===== config.mk =====
export PLATFORM = sky130hd
export DESIGN_NAME = mtbu_square
export DESIGN_NICKNAME = d
export VERILOG_FILES = /design/src/design/mtbu_pkg.sv /design/src/design/mtbu_square.sv
export SDC_FILE = /design/constraint.sdc
export NUM_CORES = 2
export LEC_CHECK = 0
export BUFFER_PORTS_ARGS = -buffer_cell sky130_fd_sc_hd__buf_2
export CAP_MARGIN = 20
export CORE_MARGIN = 2
export CORE_UTILIZATION = 44
export DETAILED_ROUTE_END_ITERATION = 7
export HOLD_SLACK_MARGIN = 0.06
export PLACE_DENSITY = 0.69
export SLEW_MARGIN = 20
export SYNTH_ARGS = -nofsm -noshare
export SYNTH_HDL_FRONTEND = slang
export SYNTH_SLANG_ARGS = --single-unit
export TNS_END_PERCENT = 50

===== constraint.sdc =====
create_clock -name clk -period 11.7 [get_ports clk]
set_input_delay 2.34 -clock clk [delete_from_list [all_inputs] [get_ports clk]]
set_output_delay 2.34 -clock clk [all_outputs]
set_load 0.005 [all_outputs]

===== src/design/mtbu_pkg.sv =====
// ----------------------------------------------------------------------------
// mtbu_pkg
// Shared types and constants of the Metropolis triplet bond update pipeline.
// ----------------------------------------------------------------------------
package mtbu_pkg;

  // energies are signed Q8.8 in kT
  typedef logic signed [15:0] energy_t;

  // result codes
  typedef enum logic [1:0] {
    ST_ACCEPTED = 2'd0,
    ST_REJECTED = 2'd1,
    ST_REDRAW   = 2'd2,
    ST_BAD_LINK = 2'd3
  } status_t;

  // proposed state
  typedef enum logic [1:0] {
    PROP_AB   = 2'd0,
    PROP_BC   = 2'd1,
    PROP_AC   = 2'd2,
    PROP_NONE = 2'd3
  } prop_t;

  // allowed link patterns {ab, bc, ac}
  localparam logic [2:0] PAT_ALL   = 3'b111;
  localparam logic [2:0] PAT_NO_BC = 3'b101;
  localparam logic [2:0] PAT_NO_AB = 3'b011;
  localparam logic [2:0] PAT_NO_AC = 3'b110;

  // exp(-de) is evaluated for 0 < de < 2^DeBits (Q8.8), else saturates
  localparam int unsigned DeBits      = 12;
  localparam int unsigned TermCount   = 13;
  localparam int unsigned SquareCount = 4;

  typedef struct packed {
    logic          bond_ab;
    logic          bond_bc;
    logic          bond_ac;
    logic          link_ab;
    logic          link_bc;
    logic          link_ac;
    energy_t       energy_ab;
    energy_t       energy_bc;
    energy_t       energy_ac;
    logic [15:0]   uniform_draw;
    prop_t         proposal;
  } in_word_t;

  // decision side band that rides along with the exp datapath
  typedef struct packed {
    logic [2:0]  cur;
    logic [2:0]  take;
    status_t     status;
    logic        use_exp;
    logic [15:0] draw;
  } side_t;

  // series state: energy step, last Taylor term, running sum (Q0.32)
  typedef struct packed {
    logic [DeBits-1:0] d;
    logic [31:0]       term;
    logic [31:0]       acc;
  } exp_t;

  typedef struct packed {
    side_t side;
    exp_t  ex;
  } pipe_t;

endpackage


===== src/design/mtbu_square.sv =====
// ----------------------------------------------------------------------------
// mtbu_square
// One squaring of the Q0.32 series value: z = (z * z) >> 32, registered.
// ----------------------------------------------------------------------------
module mtbu_square (
  input  logic            clk,
  input  logic            rst_n,
  input  logic            in_valid,
  output logic            in_ready,
  input  mtbu_pkg::pipe_t in_data,
  output logic            out_valid,
  input  logic            out_ready,
  output mtbu_pkg::pipe_t out_data
);
  import mtbu_pkg::*;

  logic        sq_v_r;
  pipe_t       sq_r, sq_nxt;
  logic [63:0] prod;
  logic        en;

  assign en       = !sq_v_r || out_ready;
  assign in_ready = en;

  always_comb begin
    prod          = 64'(in_data.ex.acc) * 64'(in_data.ex.acc);
    sq_nxt        = in_data;
    sq_nxt.ex.acc = prod[63:32];
  end

  always_ff @(posedge clk) begin
    if (!rst_n) begin
      sq_v_r <= 1'b0;
    end else if (en) begin
      sq_v_r <= in_valid;
    end
  end

  always_ff @(posedge clk) begin
    if (en) sq_r <= sq_nxt;
  end

  assign out_valid = sq_v_r;
  assign out_data  = sq_r;

endmodule


==> results.ini <==
[outcome]
outcome = completed

[clock_network]
setup_fix_buffers_added_after_clock_tree_synthesis = 0
clock_latency_ns = 0.36
cts_root_buffer_type = clkbuf_16
cts_tree = done
clkTransAtPathRegs_ns = 0.07
tritoncts_buffer_count = 9
number_of_gates_given_a_new_drive_strength_after_cts = 0
ctsHoldBuffers = 0
clock_tree.htree_level_count = 3
cts_sinks = 102
clock_tree.buffer_depth = 2

[yosys]
post_synth_num_cell_types = 60
synth-edff-count = 101
yosys.area_share.xor_xnor = 0.0210
synth_sequential_area_ratio = 0.0952
ys_warn_count = 0
netlist_area_mm2 = 0.0321
synth_adder_area_share = 0.611
portion_of_netlist_area_occupied_by_mux_cells = 0.000975
synth_top_family_by_area = adder cells
synthSimpleGateAreaFrac = 0.100
synthFlopType = edfxtp_1
synth-compound-area-share = 0.0437
post_synthesis_net_count = 4435
syn-instance-count = 3239
avgSynthCellArea_um2 = 9.91
synth-seq-cells = 102
synth_async_sr_flop_share = 0

[sta]
max-slew-margin-rel = 0.379
fmaxAchievable_ghz = 0.0962
rsz0062_at_grt = false
tns_ns = 0
finalCriticalPeriod_ns = 10.40
clock_skew_ns = 0.00689
post-route-period-util = 0.889
finalMaxSlewViolations = 0
fin_ws_ns = 1.30
report.final.hold_viol_count = 0
finalSetupViolCount = 0
max_slew.worst_pin.slew_ns = 0.931

[finish]
fillCellCount = 6875
most-common-layout-cells = inv_1 (988), fa_1 (791), ha_1 (300), nand2_1 (286), and2_1 (234)
final_layout_size_suffix_gt1_frac = 0.0822
diodes = 0
most_common_library_cell_in_the_layout_ignoring_fill_and_taps = inv_1
design.final.nets = 4572
area_delta_synth_final_pct = 7.31

[worst_setup_path]
register_to_register_setup_slack_ns = 9.76
crit_path_top_delay_cell = buf_2
cp-end-kind = flop
worst-endpoint-required_ns = 11.81
path_max_fanout = 35
cp_cell_sequence = buf_2 -> and2_1 -> inv_1 -> fa_1 -> fa_1 -> fa_1 -> fa_1 -> inv_1 -> fa_1 -> fa_1 -> fa_1 -> inv_1 -> fa_1 -> inv_1 -> ha_1 -> a21oi_1 -> o21ai_0 -> a311oi_1 -> nand2_1 -> or4_1 -> nand2_1 -> o21ai_0 -> a21oi_1 -> xnor2_1
regToRegEndpoint = out_data[40]$_DFFE_PP_
critical_path_arrival_ns = 10.51
regToRegStartpoint = out_valid$_SDFFE_PN0P_
worstSetupEndpoint = out_data[29]$_DFFE_PP_
startpoint = in_data[22]
timing.setup.critical_path_class = in2reg
worst_setup_path_start_kind = input pin
timing.critical_path.slowest_cell_delay_ns = 0.70
crit_top_cell = fa_1
timing.reg2reg.worst_path_depth = 2

[worst_hold_path]
timing.hold.worst.class = reg2reg
hold_depth = 1

[flow_run]
timing.max_cap.violations = 0

[global_routing]
number_of_global_route_vias_before_repair = 24400
grt_start_max_net_pins = 56
gr-usage-all-layers = 0.226
grt_first_pass_wirelength_mm = 130
grt_antenna_before_repair = 3
grt.overflow.total = 0

[route]
vias = 21604
drtIter0Drc = 1173
drtPass1Iterations = 5
drc = 0
final_routed_wirelength_mm = 80.1
detail_route.vias_per_cell = 4.98
route.antenna.remaining_nets = 0
wl_per_cell_um = 18.5

[placement]
gp_congestion = 0.942
place.detailed.hpwl_mm = 67.2
dp_worst_setup_slack_ns = 1.03
io_buf_count = 207

[die]
fp.dieArea_mm2 = 0.0751
die_height_um = 274
fp.coreArea_mm2 = 0.0726
initial_utilization = 0.442
die_w_um = 274
io_pins = 208
core.rowCount = 99

==> cell families after synthesis <==
| group | after synthesis |
|---|---|
| compound gates | 214 |
| xor+xnor | 77 |
| fa+ha+maj | 1091 |
| buf+inv | 1098 |
| flops | 102 |
| mux | 3 |
| simple gates | 654 |
==> worst min-delay path by stage <==
stage,from,to,slack [ns]
2_1_floorplan,in_data[100],out_data[100]$_DFFE_PP_,2.44
3_3_place_gp,out_valid$_SDFFE_PN0P_,out_data[37]$_DFFE_PP_,1.08
3_5_place_dp,out_valid$_SDFFE_PN0P_,out_data[37]$_DFFE_PP_,1.08
4_1_cts,out_valid$_SDFFE_PN0P_,out_data[26]$_DFFE_PP_,1.10
5_1_grt,out_valid$_SDFFE_PN0P_,out_data[64]$_DFFE_PP_,1.16
6_report,out_valid$_SDFFE_PN0P_,out_data[91]$_DFFE_PP_,1.07
==> final cells by class <==
class,instances,area [µm²],share of cell area
clock buffers,9,225,0.00654
clock inverters,7,77.6,0.00225
inverters,989,3710,0.108
multi-input cells,2039,24900,0.724
flip-flops and latches,102,3050,0.0887
well taps,959,1200,0.0348
repair buffers,235,1250,0.0362
==> sequential cells by signal (all words and copies together), names as in the netlist <==
| register | flops |
|---|---|
| out_data | 101 |
| out_valid | 1 |
==> metrics by stage <==
step | std cells | util | cell area (µm²) | hold WS (ns)
2_1_floorplan | 3239 | - | 32100 | 2.44
3_3_place_gp | 4324 | 0.470 | 34100 | 1.08
6_report | 4340 | 0.474 | 34400 | 1.07
3_5_place_dp | 4324 | 0.470 | 34100 | 1.08
4_1_cts | 4340 | 0.474 | 34400 | 1.10
5_1_grt | 4340 | 0.474 | 34400 | 1.16
==> per-layer routing <==
layer  track usage  part of all wire
met5             0                 0
met4        0.0638             0.031
met3        0.0317             0.056
met2         0.403              0.52
met1         0.285              0.39
==> worst max-delay path, delay by kind of cell <==
family / cells / cell delay, ns
XOR/XNOR: 1 / 0.08
buffers and inverters: 5 / 0.94
AO/OA/AOI/OAI: 5 / 1.63
AND/OR/NAND/NOR: 4 / 1.16
adder cells (fa/ha/maj): 9 / 4.34
==> Yosys cell counts (all sizes together) (14+ instances only) <==
cell type	count	area [µm²]
xor2	37	324
nand2	286	1070
a21oi	80	400
a21o	27	203
fa	791	15800
clkbuf	106	398
nor2	60	228
edfxtp	101	3030
xnor2	40	350
nand3	17	85.1
o21ai	35	175
and2	234	1460
inv	988	3710
o21bai	14	105
ha	300	3750
Power is not shown: default switching activity piles up to over one toggle a cycle in this logic, so the estimate is an artifact.
