**src/design/mtbu_pkg.sv**
```systemverilog
// ----------------------------------------------------------------------------
// mtbu_pkg
// Shared types and constants of the Metropolis triplet bond update pipeline.
// ----------------------------------------------------------------------------
package mtbu_pkg;

  // energies are signed Q8.8 in kT
  typedef logic signed [15:0] energy_t;

  // result codes
  typedef enum logic [1:0] {
    ST_ACCEPTED = 2'd0,
    ST_REJECTED = 2'd1,
    ST_REDRAW   = 2'd2,
    ST_BAD_LINK = 2'd3
  } status_t;

  // proposed state
  typedef enum logic [1:0] {
    PROP_AB   = 2'd0,
    PROP_BC   = 2'd1,
    PROP_AC   = 2'd2,
    PROP_NONE = 2'd3
  } prop_t;

  // allowed link patterns {ab, bc, ac}
  localparam logic [2:0] PAT_ALL   = 3'b111;
  localparam logic [2:0] PAT_NO_BC = 3'b101;
  localparam logic [2:0] PAT_NO_AB = 3'b011;
  localparam logic [2:0] PAT_NO_AC = 3'b110;

  // exp(-de) is evaluated for 0 < de < 2^DeBits (Q8.8), else saturates
  localparam int unsigned DeBits      = 12;
  localparam int unsigned TermCount   = 13;
  localparam int unsigned SquareCount = 4;

  typedef struct packed {
    logic          bond_ab;
    logic          bond_bc;
    logic          bond_ac;
    logic          link_ab;
    logic          link_bc;
    logic          link_ac;
    energy_t       energy_ab;
    energy_t       energy_bc;
    energy_t       energy_ac;
    logic [15:0]   uniform_draw;
    prop_t         proposal;
  } in_word_t;

  // decision side band that rides along with the exp datapath
  typedef struct packed {
    logic [2:0]  cur;
    logic [2:0]  take;
    status_t     status;
    logic        use_exp;
    logic [15:0] draw;
  } side_t;

  // series state: energy step, last Taylor term, running sum (Q0.32)
  typedef struct packed {
    logic [DeBits-1:0] d;
    logic [31:0]       term;
    logic [31:0]       acc;
  } exp_t;

  typedef struct packed {
    side_t side;
    exp_t  ex;
  } pipe_t;

endpackage

```
**src/design/mtbu_term.sv**
```systemverilog
// ----------------------------------------------------------------------------
// mtbu_term
// One Taylor term of exp(-w): term_k = term_(k-1) * d / (4096 * K), truncated,
// folded into the alternating sum. Three stages: multiply, reciprocal, fix-up.
// ----------------------------------------------------------------------------
module mtbu_term #(
  parameter int unsigned K = 2
) (
  input  logic            clk,
  input  logic            rst_n,
  input  logic            in_valid,
  output logic            in_ready,
  input  mtbu_pkg::pipe_t in_data,
  output logic            out_valid,
  input  logic            out_ready,
  output mtbu_pkg::pipe_t out_data
);
  import mtbu_pkg::*;

  localparam int unsigned ProdW     = 32 + DeBits;
  localparam logic [63:0] RecipWide = (64'd1 << 32) / K;
  localparam logic [31:0] Recip     = 32'(RecipWide);
  localparam logic [31:0] KWord     = 32'(K);
  localparam bit          OddTerm   = (K % 2) == 1;

  logic a_v_r, b_v_r, c_v_r;
  logic en_a, en_b, en_c;

  logic [ProdW-1:0] a_prod_r, a_prod_nxt;
  pipe_t            a_r;
  logic [31:0]      b_q_r, b_q_nxt;
  logic [63:0]      b_m_r, b_m_nxt;
  pipe_t            b_r;
  pipe_t            c_r, c_nxt;

  logic [31:0] qe, rem, term_k;

  assign en_c     = !c_v_r || out_ready;
  assign en_b     = !b_v_r || en_c;
  assign en_a     = !a_v_r || en_b;
  assign in_ready = en_a;

  assign a_prod_nxt = ProdW'(in_data.ex.term) * ProdW'(in_data.ex.d);

  // quotient estimate by reciprocal, low by at most one
  assign b_q_nxt = a_prod_r[ProdW-1:DeBits];
  assign b_m_nxt = 64'(b_q_nxt) * 64'(Recip);

  always_comb begin
    qe     = b_m_r[63:32];
    rem    = b_q_r - qe * KWord;
    term_k = (rem >= KWord) ? qe + 32'd1 : qe;
    c_nxt         = b_r;
    c_nxt.ex.term = term_k;
    c_nxt.ex.acc  = OddTerm ? b_r.ex.acc - term_k : b_r.ex.acc + term_k;
  end

  always_ff @(posedge clk) begin
    if (!rst_n) begin
      a_v_r <= 1'b0;
      b_v_r <= 1'b0;
      c_v_r <= 1'b0;
    end else begin
      if (en_a) a_v_r <= in_valid;
      if (en_b) b_v_r <= a_v_r;
      if (en_c) c_v_r <= b_v_r;
    end
  end

  always_ff @(posedge clk) begin
    if (en_a) begin
      a_prod_r <= a_prod_nxt;
      a_r      <= in_data;
    end
    if (en_b) begin
      b_q_r <= b_q_nxt;
      b_m_r <= b_m_nxt;
      b_r   <= a_r;
    end
    if (en_c) c_r <= c_nxt;
  end

  assign out_valid = c_v_r;
  assign out_data  = c_r;

endmodule

```
**config.mk**
```make
export PLATFORM = sky130hd
export DESIGN_NAME = mtbu_term
export DESIGN_NICKNAME = d
export VERILOG_FILES = /design/src/design/mtbu_pkg.sv /design/src/design/mtbu_term.sv
export SDC_FILE = /design/constraint.sdc
export NUM_CORES = 1
export LEC_CHECK = 0
export BUFFER_PORTS_ARGS = -buffer_cell sky130_fd_sc_hd__buf_2
export CAP_MARGIN = 20
export CORE_UTILIZATION = 45
export CTS_CLUSTER_SIZE = 28
export DETAILED_ROUTE_END_ITERATION = 10
export PLACE_DENSITY = 0.74
export SETUP_SLACK_MARGIN = 0.02
export SYNTH_ARGS = -nofsm -noshare
export SYNTH_HDL_FRONTEND = slang
export SYNTH_SLANG_ARGS = --single-unit
```
**constraint.sdc**
```tcl
create_clock -name clk -period 5.2 [get_ports clk]
set_input_delay 0 -clock clk [delete_from_list [all_inputs] [get_ports clk]]
set_output_delay 0 -clock clk [all_outputs]
set_load 0.05 [all_outputs]
```
==> results.md <==
* Endpoints failing hold at 0
* Hold-critical path depth at 2
* Pwr dens at 705.6 nW/um2
* Largest net degree at the start of global routing at 76
* Critical Path RT at 5490 ps
* Global placer's final weighted congestion at 0.9125
* CP Buf/Inv Count at 5
* Worst setup margin at 130.0 ps
* Max-slew headroom at 34.31%
* IO Port Bufs at 206
* Crit end category: flop
* Met2 wire len at 25390 um
* ANT nets after route at 0
* Critical path's top delay family: adder cells
* Initial core utilization at 45.62%
* EDFF count, synth at 300
* Crit path from: in_data[73]
* CTS tree: built
* Top cells by count, synth: inv_1, nand2_1, edfxtp_1, fa_1, and2_1
* Routed length per instance at 17.29 um
* #FFs+latches synth at 303
* Routed wl met3 at 3513 um
* Part of the cycle the worst path needs at 97.50%
* Post-Route WL at 51730 um
* Grt total ovfl at 0
* Reg2reg end: out_data[29]
* Synth-to-layout area growth at 21.55%
* Status: complete, no violations
* Post-Synthesis Cells at 1906
* Post-route setup TNS at 0 ps
* Die ar. at 50420 um2
* CP Depth at 20
* Area of the core at 48850 um2
* Wire length on met1 at 20920 um
* WS Path Type: in2reg
* Placed insts at 2861
* Crit Path Max Fanout at 15
* Crit path arrival time at 5360 ps
* Vias in the first global route at 16370
* Maximum capacitance violations at 0
* Worst-Margin Slew at 985.4 ps
* Worst-path clk slew at 70 ps
* Distinct cell type count after synthesis at 65
* Mapped Avg Cell Area at 11.69 um2
* GR Util All Layers at 20.59%
* Leakage at 12.59 nW
* Crit-path slowest cell: fa_1
* Antenna violations before repair at 2
* Synthesized area at 22290 um2
* Residual DRC count at 0
* Final setup fails at 0
* Crit path largest cell delay at 600 ps
* Reg2reg path depth at 9
* Die W at 224.5 um
* CP dominant cell by count: fa_1
* CTS buffer count at 27
* TritonCTS Sinks at 303
* Achievable frequency at 0.1972 GHz
* Finished Layout Cells at 2992
* Count leader, synth: inv_1
* I/O pin total at 208
* Clk_lat worst skew at 550 ps
* Pre-CTS setup slack at -651.9 ps
* Via Count at 15200
* Slew Limit Fails at 0
* Post-DP HPWL at 40130 um
* Flop2flop setup slack at 2000 ps
* Prevailing post-synth register cell: edfxtp_1
* Peak VDD IR at 0.4864 mV
* Clk buf depth at 3
* First-pass GRT wire length at 82450 um
* NumNets Final at 2820
* Synth top area cells: edfxtp_1, fa_1, ha_1
* Worst Hold Slack at 18.82 ps
* Share of the synthesized area in the top cell type at 40.42%
* Rows at 81
* Root Buffer: clkbuf_16
* Tmin final at 5070 ps
* Yosys Warn Count at 0
* Top Layer Used: met5
* Sequential share of the synthesized area at 40.69%
* Ratio of cells with drive above 1 in the final layout at 19.34%
* Worst hold path type: in2reg
* Unrepaired setup endpoints after global routing: false
* Vias/cell at 5.079
* Clock Skew at 19.94 ps
* Synth area leader: edfxtp_1
* Startpoint types: input pin
* FFs w/ async S/R, synth at 0%
* Mapped Nets at 2420
* Starting DRT DRC Count at 923
* Crit path capture: a_prod_r[37]
* RR Startpoint: b_m_r[40]
* Worst-path cell chain: buf_6 > buf_12 > buf_12 > and2_1 > fa_1 > fa_1 > fa_1 > fa_1 > inv_1 > fa_1 > inv_1 > ha_1 > a21o_1 > a21oi_1 > nor2b_1 > o31ai_4 > a311oi_2 > o311a_1 > o21ai_1 > or3b_1
* Die height at 224.5 um
* Pre-antenna DRT Iters at 5
* H-tree Lvls at 1
-- worst min path at each step --
stage,start,endpoint,slack [ps]
4_1_cts,in_data[66],a_r[66],8
3_3_place_gp,in_data[31],a_r[31],180
6_report,in_data[75],a_r[75],20
3_5_place_dp,in_data[29],a_r[29],180
2_1_floorplan,in_data[0],a_r[0],100
5_1_grt,in_data[75],a_r[75],20
-- registers in the layout, indices dropped and copies added, names as in the netlist --
name       count
b_r           69
out_data     100
a_prod_r      31
b_m_r         31
out_valid      1
a_r           69
b_v_r          1
a_v_r          1
-- cells in the final DEF, fill, tap and decap left out, types with 45 or more instances in the layout --
master           n
inv_1          343
edfxtp_1       300
fa_1           299
dlygate4sd3_1   72
nand2_1        300
buf_2          193
and2_1         113
a21oi_1         45
ha_1           105
buf_4          150
-- area by class of cell --
type | count | area [um2]
antenna | 1 | 2.502
timing repair buffer | 446 | 3242
clock buffer | 30 | 686.9
sequential | 303 | 9069
fill | 4001 | 21760
inverter | 345 | 1297
tap | 664 | 830.8
multi-input combinational | 1183 | 11820
clock inverter | 20 | 137.6
-- metal layers --
metal	vias to the layer above	track usage, %
li1	6945	-
met1	7570	25.96
met2	562	36.17
met3	117	3.344
met4	2	6.539
met5	-	0
-- metrics by stage --
| step | utilization [%] | area, um2 | total power [mW] |
|---|---|---|---|
| finish | 55.45 | 27090 | 19.11 |
| global route | 55.45 | 27090 | 20.76 |
| CTS | 54.60 | 26670 | 18.73 |
| detailed placement | 51.50 | 25160 | 16.73 |
| global placement | 51.50 | 25160 | 16.31 |
| floorplan | - | 22380 | 12.37 |
-- cell families (layout without fill, tap and decap cells) --
| kind of cell | Yosys count | in the layout | synth area share, % |
|---|---|---|---|
| other cells | 1 | 2 | 0.01683 |
| buf+inv | 420 | 841 | 7.091 |
| simple gates | 537 | 537 | 11.31 |
| flops | 303 | 303 | 40.69 |
| compound gates | 187 | 187 | 5.884 |
| mux | 1 | 1 | 0.04492 |
| fa+ha+maj | 409 | 409 | 33.07 |
| xor+xnor | 48 | 48 | 1.887 |
-- where the power goes --
part           internal, mW  leakage [nW]  switching (mW)
sequential             3.86          3.19           0.252
combinational          6.00          8.99            7.12
clock                  1.01         0.407           0.865
total                  10.9          12.6            8.24
-- timing repair --
item,in CTS,in global routing
hold buffers,68,4
cloned,0,3
pin swaps,0,31
hold endpoints to repair,66,4
buffers inserted,0,5
endpoints found under the setup margin,5,15
gates resized for setup,2,72
(Power assumes the default switching activity.)
