<file path="src/design/mtbu_pkg.sv">
// ----------------------------------------------------------------------------
// mtbu_pkg
// Shared types and constants of the Metropolis triplet bond update pipeline.
// ----------------------------------------------------------------------------
package mtbu_pkg;

  // energies are signed Q8.8 in kT
  typedef logic signed [15:0] energy_t;

  // result codes
  typedef enum logic [1:0] {
    ST_ACCEPTED = 2'd0,
    ST_REJECTED = 2'd1,
    ST_REDRAW   = 2'd2,
    ST_BAD_LINK = 2'd3
  } status_t;

  // proposed state
  typedef enum logic [1:0] {
    PROP_AB   = 2'd0,
    PROP_BC   = 2'd1,
    PROP_AC   = 2'd2,
    PROP_NONE = 2'd3
  } prop_t;

  // allowed link patterns {ab, bc, ac}
  localparam logic [2:0] PAT_ALL   = 3'b111;
  localparam logic [2:0] PAT_NO_BC = 3'b101;
  localparam logic [2:0] PAT_NO_AB = 3'b011;
  localparam logic [2:0] PAT_NO_AC = 3'b110;

  // exp(-de) is evaluated for 0 < de < 2^DeBits (Q8.8), else saturates
  localparam int unsigned DeBits      = 12;
  localparam int unsigned TermCount   = 13;
  localparam int unsigned SquareCount = 4;

  typedef struct packed {
    logic          bond_ab;
    logic          bond_bc;
    logic          bond_ac;
    logic          link_ab;
    logic          link_bc;
    logic          link_ac;
    energy_t       energy_ab;
    energy_t       energy_bc;
    energy_t       energy_ac;
    logic [15:0]   uniform_draw;
    prop_t         proposal;
  } in_word_t;

  // decision side band that rides along with the exp datapath
  typedef struct packed {
    logic [2:0]  cur;
    logic [2:0]  take;
    status_t     status;
    logic        use_exp;
    logic [15:0] draw;
  } side_t;

  // series state: energy step, last Taylor term, running sum (Q0.32)
  typedef struct packed {
    logic [DeBits-1:0] d;
    logic [31:0]       term;
    logic [31:0]       acc;
  } exp_t;

  typedef struct packed {
    side_t side;
    exp_t  ex;
  } pipe_t;

endpackage

</file>
<file path="src/design/mtbu_front.sv">
// ----------------------------------------------------------------------------
// mtbu_front
// Two stages: link check and energy sums, then energy step and early decision.
// ----------------------------------------------------------------------------
module mtbu_front (
  input  logic              clk,
  input  logic              rst_n,
  input  logic              in_valid,
  output logic              in_ready,
  input  mtbu_pkg::in_word_t in_data,
  output logic              out_valid,
  input  logic              out_ready,
  output mtbu_pkg::pipe_t   out_data
);
  import mtbu_pkg::*;

  typedef struct packed {
    side_t              side;
    logic               arith;
    logic signed [17:0] e_cur;
    energy_t            after;
  } f1_t;

  logic  f1_v_r, f2_v_r;
  f1_t   f1_r, f1_nxt;
  pipe_t f2_r, f2_nxt;
  logic  en1, en2;

  logic [2:0]         pattern;
  logic               link_ok, forbid_hit;
  logic signed [17:0] e_ab_x, e_bc_x, e_ac_x;
  logic signed [18:0] de;
  logic               de_le0, de_big;
  logic [DeBits-1:0]  d, neg_d;

  assign en2      = !f2_v_r || out_ready;
  assign en1      = !f1_v_r || en2;
  assign in_ready = en1;

  // stage 1: connectivity, proposal check, energy before and after
  always_comb begin
    pattern    = {in_data.link_ab, in_data.link_bc, in_data.link_ac};
    link_ok    = 1'b1;
    forbid_hit = 1'b0;
    case (pattern)
      PAT_ALL:   forbid_hit = 1'b0;
      PAT_NO_BC: forbid_hit = (in_data.proposal == PROP_BC);
      PAT_NO_AB: forbid_hit = (in_data.proposal == PROP_AB);
      PAT_NO_AC: forbid_hit = (in_data.proposal == PROP_AC);
      default:   link_ok    = 1'b0;
    endcase

    e_ab_x = in_data.bond_ab ? 18'($signed(in_data.energy_ab)) : '0;
    e_bc_x = in_data.bond_bc ? 18'($signed(in_data.energy_bc)) : '0;
    e_ac_x = in_data.bond_ac ? 18'($signed(in_data.energy_ac)) : '0;

    f1_nxt.e_cur = e_ab_x + e_bc_x + e_ac_x;
    case (in_data.proposal)
      PROP_AB: f1_nxt.after = in_data.energy_ab;
      PROP_BC: f1_nxt.after = in_data.energy_bc;
      PROP_AC: f1_nxt.after = in_data.energy_ac;
      default: f1_nxt.after = '0;
    endcase

    f1_nxt.side.cur     = {in_data.bond_ab, in_data.bond_bc, in_data.bond_ac};
    f1_nxt.side.take    = {in_data.proposal == PROP_AB, in_data.proposal == PROP_BC,
                           in_data.proposal == PROP_AC};
    f1_nxt.side.draw    = in_data.uniform_draw;
    f1_nxt.side.use_exp = 1'b0;
    f1_nxt.arith        = link_ok && !forbid_hit;
    if (!link_ok) begin
      f1_nxt.side.status = ST_BAD_LINK;
    end else if (forbid_hit) begin
      f1_nxt.side.status = ST_REDRAW;
    end else begin
      f1_nxt.side.status = ST_ACCEPTED;
    end
  end

  // stage 2: energy step, saturating cases, series seed
  always_comb begin
    de     = 19'($signed(f1_r.after)) - 19'(f1_r.e_cur);
    de_le0 = de[18] || (de == '0);
    de_big = !de[18] && (de[17:DeBits] != '0);
    d      = de[DeBits-1:0];
    neg_d  = '0 - d;

    f2_nxt.side = f1_r.side;
    if (f1_r.arith) begin
      if (de_le0) begin
        f2_nxt.side.status = ST_ACCEPTED;
      end else if (de_big) begin
        f2_nxt.side.status = ST_REJECTED;
      end else begin
        f2_nxt.side.use_exp = 1'b1;
      end
    end
    // first term is d/4096 in Q0.32, sum starts at 1 - d/4096
    f2_nxt.ex.d    = d;
    f2_nxt.ex.term = {d, (32 - DeBits)'(0)};
    f2_nxt.ex.acc  = {neg_d, (32 - DeBits)'(0)};
  end

  always_ff @(posedge clk) begin
    if (!rst_n) begin
      f1_v_r <= 1'b0;
      f2_v_r <= 1'b0;
    end else begin
      if (en1) f1_v_r <= in_valid;
      if (en2) f2_v_r <= f1_v_r;
    end
  end

  always_ff @(posedge clk) begin
    if (en1) f1_r <= f1_nxt;
    if (en2) f2_r <= f2_nxt;
  end

  assign out_valid = f2_v_r;
  assign out_data  = f2_r;

endmodule

</file>
<file path="config.mk">
export PLATFORM = sky130hd
export DESIGN_NAME = mtbu_front
export DESIGN_NICKNAME = d
export VERILOG_FILES = /design/src/design/mtbu_pkg.sv /design/src/design/mtbu_front.sv
export SDC_FILE = /design/constraint.sdc
export NUM_CORES = 1
export LEC_CHECK = 0
export BUFFER_PORTS_ARGS = -buffer_cell sky130_fd_sc_hd__buf_2
export CORE_ASPECT_RATIO = 1.1
export CORE_UTILIZATION = 45
export CTS_CLUSTER_DIAMETER = 60
export DETAILED_ROUTE_END_ITERATION = 7
export GPL_ROUTABILITY_DRIVEN = 0
export PLACE_DENSITY = 0.77
export SLEW_MARGIN = 20
export SYNTH_ARGS = -nofsm -noshare
export SYNTH_HDL_FRONTEND = slang
export SYNTH_SLANG_ARGS = --single-unit
</file>
<file path="constraint.sdc">
create_clock -name clk -period 6.1 [get_ports clk]
set_clock_uncertainty 0.05 [all_clocks]
set_input_delay 1.22 -clock clk [delete_from_list [all_inputs] [get_ports clk]]
set_output_delay 1.22 -clock clk [all_outputs]
set_load 0.03 [all_outputs]
</file>
==> summary.md <==
| Metric | Value |
|---|---|
| HPWL after DPL | 10.1 mm |
| Starting Density | 46.9% |
| Setup TNS Final | 0 ns |
| CTS tree | done |
| Count of state elements after synthesis | 109 |
| Cell Pwr Density | 376 nW/um^2 |
| I/O Pins | 179 |
| Post-CTS sizing | 0 |
| Wire per inst | 13.5 um |
| Reg-to-reg endpoint | out_data[94] |
| First-pass GRT wire length | 21.3 mm |
| Highest net fanout along the worst path | 17 |
| M2 GR Usage | 29.8% |
| Switch Pwr | 1110 uW |
| Post-synthesis async set-or-reset flop share | 0% |
| Post-Synth Adder-Cell Area | 11.8% |
| Area used by multi-input combinational logic | 3010 um^2 |
| Clock-pin slew on the worst setup and hold paths | 0.06 ns |
| NumNets Final | 887 |
| DR iter-0 viols | 242 |
| CP peak stage delay | 0.55 ns |
| Die width | 120 um |
| Hold EP | out_data[99] |
| Global Route met3 Usage | 2.86% |
| Longest Clk Path Bufs | 2 |
| Post-route antenna net violation count | 0 |
| WP data arrival | 4.52 ns |
| RSZ-0062 raised after global routing | false |
| Final hold slack | 0.369 ns |
| M1 GR Usage | 20.7% |
| Commonest non-fill, non-tap cells in the layout | buf_2, edfxtp_1, nand2_1, inv_1, conb_1 |
| GR peak layer | met2 |
| Final Cycle Share | 72.1% |
| Least-Margin Pin Slew | 0.983 ns |
| Largest family of logic cells by synthesized area | simple AND/OR/NAND/NOR gates |
| Drt via density | 4.95 |
| Post-synth cell types | 61 |
| Core area | 14600 um^2 |
| Max-slew violation count | 0 |
| Antenna cells | 0 |
| Post-DP Area | 7460 um^2 |
| Total GRT Usage | 16.9% |
| Power share of the clock group | 20.8% |
| Post-Syn Area | 6850 um^2 |
| Sequential power share | 36.7% |
| Pleak | 0.00354 uW |
| # DRC | 0 |
| Minimum clock period | 4.40 ns |
| Clock H-tree levels | 3 |
| Largest net degree at the start of global routing | 60 |
| Worst Setup Start Kind | input port |
| Simple-gate share of the synthesized area | 12.3% |
| Combinational share of power | 42.4% |
| Setup CP Type | in2reg |
| Num rows | 46 |
| R2R Setup Slk | 2.76 ns |
| Worst Setup End Kind | flop |
| Worst Path Required | 6.22 ns |
| Postcts setup bufs | 0 |
| Pint | 1820 uW |
| Worst hold-check path type | reg2reg |
| Crit-path cells | buf_2 -> nand2_1 -> fa_1 -> inv_1 -> ha_1 -> fa_1 -> a21oi_1 -> o211ai_1 -> o311ai_0 -> a31oi_1 -> and2_1 -> o21ai_0 -> a21oi_1 -> o22ai_1 |
| WL final | 12.8 mm |
| Final hold viol count | 0 |
| Sequential cell area fraction in the yosys report | 47.5% |
| Hold path start | f1_r[58] |
| Reg2reg start | f1_r[0] |
| CTS Sinks | 109 |
| CP Depth | 14 |
| Fmax | 227 MHz |
| Synth area leaders | edfxtp_1, ha_1, buf_4 |
| Pre-antenna DRT Iters | 5 |
| Worst path top cell family by delay | compound AO/OA/AOI/OAI gates |
| Die area | 15700 um^2 |
| Hold Path Depth | 0 |
| Synth-to-Final Area Change | 13.5% |
| Synth warnings | 0 |
| Register area | 3250 um^2 |
| Max_cap viols | 0 |
| R2R depth | 12 |
| Post-synthesis mux area share | 2.48% |
| Die height | 131 um |
| Buf/Inv on CP | 2 |
| Post-synth top area share | 46.9% |
| Number of CTS-inserted buffers | 9 |
| Vias in the first global route | 4652 |
| Status | complete, no violations |
| Clk root buf | clkbuf_16 |
| Syn Inst Count | 639 |
| Compound-Gate Fraction of Synth Area | 10.8% |
| Clock Latency Late Sink | 0.34 ns |
| Mapped Avg Cell Area | 10.7 um^2 |
| # setup viols final | 0 |
| Crit-path slowest cell | fa_1 |
| Fillers | 1312 |
| Slew margin rel. | 34.4% |
| Area leader, netlist | edfxtp_1 |
| PortBufs | 138 |
| Final Instance Area | 7770 um^2 |
| Top FF cell, synth | edfxtp_1 |
| Commonest non-fill, non-tap cell in the layout | buf_2 |
| Tot Pwr | 2930 uW |
| Post-synth EDFFs | 107 |
| Total grt overflow | 0 |
| Initial antenna violation count | 0 |
| Hold Buf Count CTS | 0 |
| Post-Synth XOR/XNOR Area | 4.36% |
| Sw Ratio | 37.8% |
| Max IR drop VDD | 0.000170 V |
| Via count | 4726 |
| Share of post-route cells with drive strength above 1 | 21.9% |
[cell families after synthesis]
| group | Yosys count |
|---|---|
| simple gates | 174 |
| other cells | 1 |
| xor+xnor | 32 |
| buf+inv | 137 |
| compound gates | 115 |
| mux | 17 |
| flops | 109 |
| fa+ha+maj | 54 |
[power groups by stage]
stage | clock, uW | sequential (uW) | combinational, uW
after floorplan | 0 | 1280 | 842
after global placement | 0 | 1090 | 1220
after detailed placement | 0 | 1090 | 1240
after CTS | 623 | 1080 | 1240
after global routing | 652 | 1090 | 1360
final | 609 | 1080 | 1240
[synthesized netlist by cell type, types with 8 or more instances]
master and count:
clkbuf_1 11, edfxtp_1 107, nand2_1 81, xor2_1 10, a21oi_1 29, xnor2_1 21, nor2b_1 11, buf_4 53
and2_1 8, fa_1 18, nor3_1 8, ha_1 36, inv_1 65, mux2i_1 17, nor2_1 26, o21ai_0 32
[worst max-delay path by stage]
stage | startpoint | slack, ns | end
after floorplan | in_data[71] | 1.75 | f1_r[31]
after global placement | in_data[71] | 1.45 | f1_r[31]
after detailed placement | in_data[71] | 1.32 | f1_r[33]
after CTS | in_data[71] | 1.66 | f1_r[33]
after global routing | in_data[71] | 1.31 | f1_r[33]
final | in_data[71] | 1.70 | f1_r[33]
[through the flow]
step | instances | utilization [%] | worst slack (ns)
final | 954 | 53.2 | 1.70
after global routing | 954 | 53.2 | 1.31
after CTS | 954 | 53.2 | 1.66
after detailed placement | 938 | 51.0 | 1.32
after global placement | 938 | 51.0 | 1.45
after floorplan | 678 | - | 1.75
[cell type report]
type                       instances  share of cell area [%]
inverter                          65                    3.14
clock inverter                     3                   0.885
tap                              192                    3.09
timing repair buffer             140                    9.08
multi-input combinational        432                    38.8
sequential                       109                    41.8
clock buffer                      13                    3.22
[sequential cells by signal (all words and copies together) (netlist names)]
register / cells
f1_v_r: 1
out_valid: 1
f1_r: 59
out_data: 48
[layer usage]
layer	part of all wire [%]	vias to the layer above	wire length, um
met2	50	150	6400
met5	0	-	0
met3	4.7	15	603
li1	-	2374	-
met4	1.6	0	204
met1	44	2187	5630
[worst register-to-register path, delay by kind of cell, from the launching register on]
family                   cells  cell delay (ns)
AO/OA/AOI/OAI                5             0.87
AND/OR/NAND/NOR              2             0.85
adder cells (fa/ha/maj)      2             0.64
flip-flops                   1             0.36
XOR/XNOR                     1             0.16
buffers and inverters        2             0.14
Power figures use the tool's default switching activity.
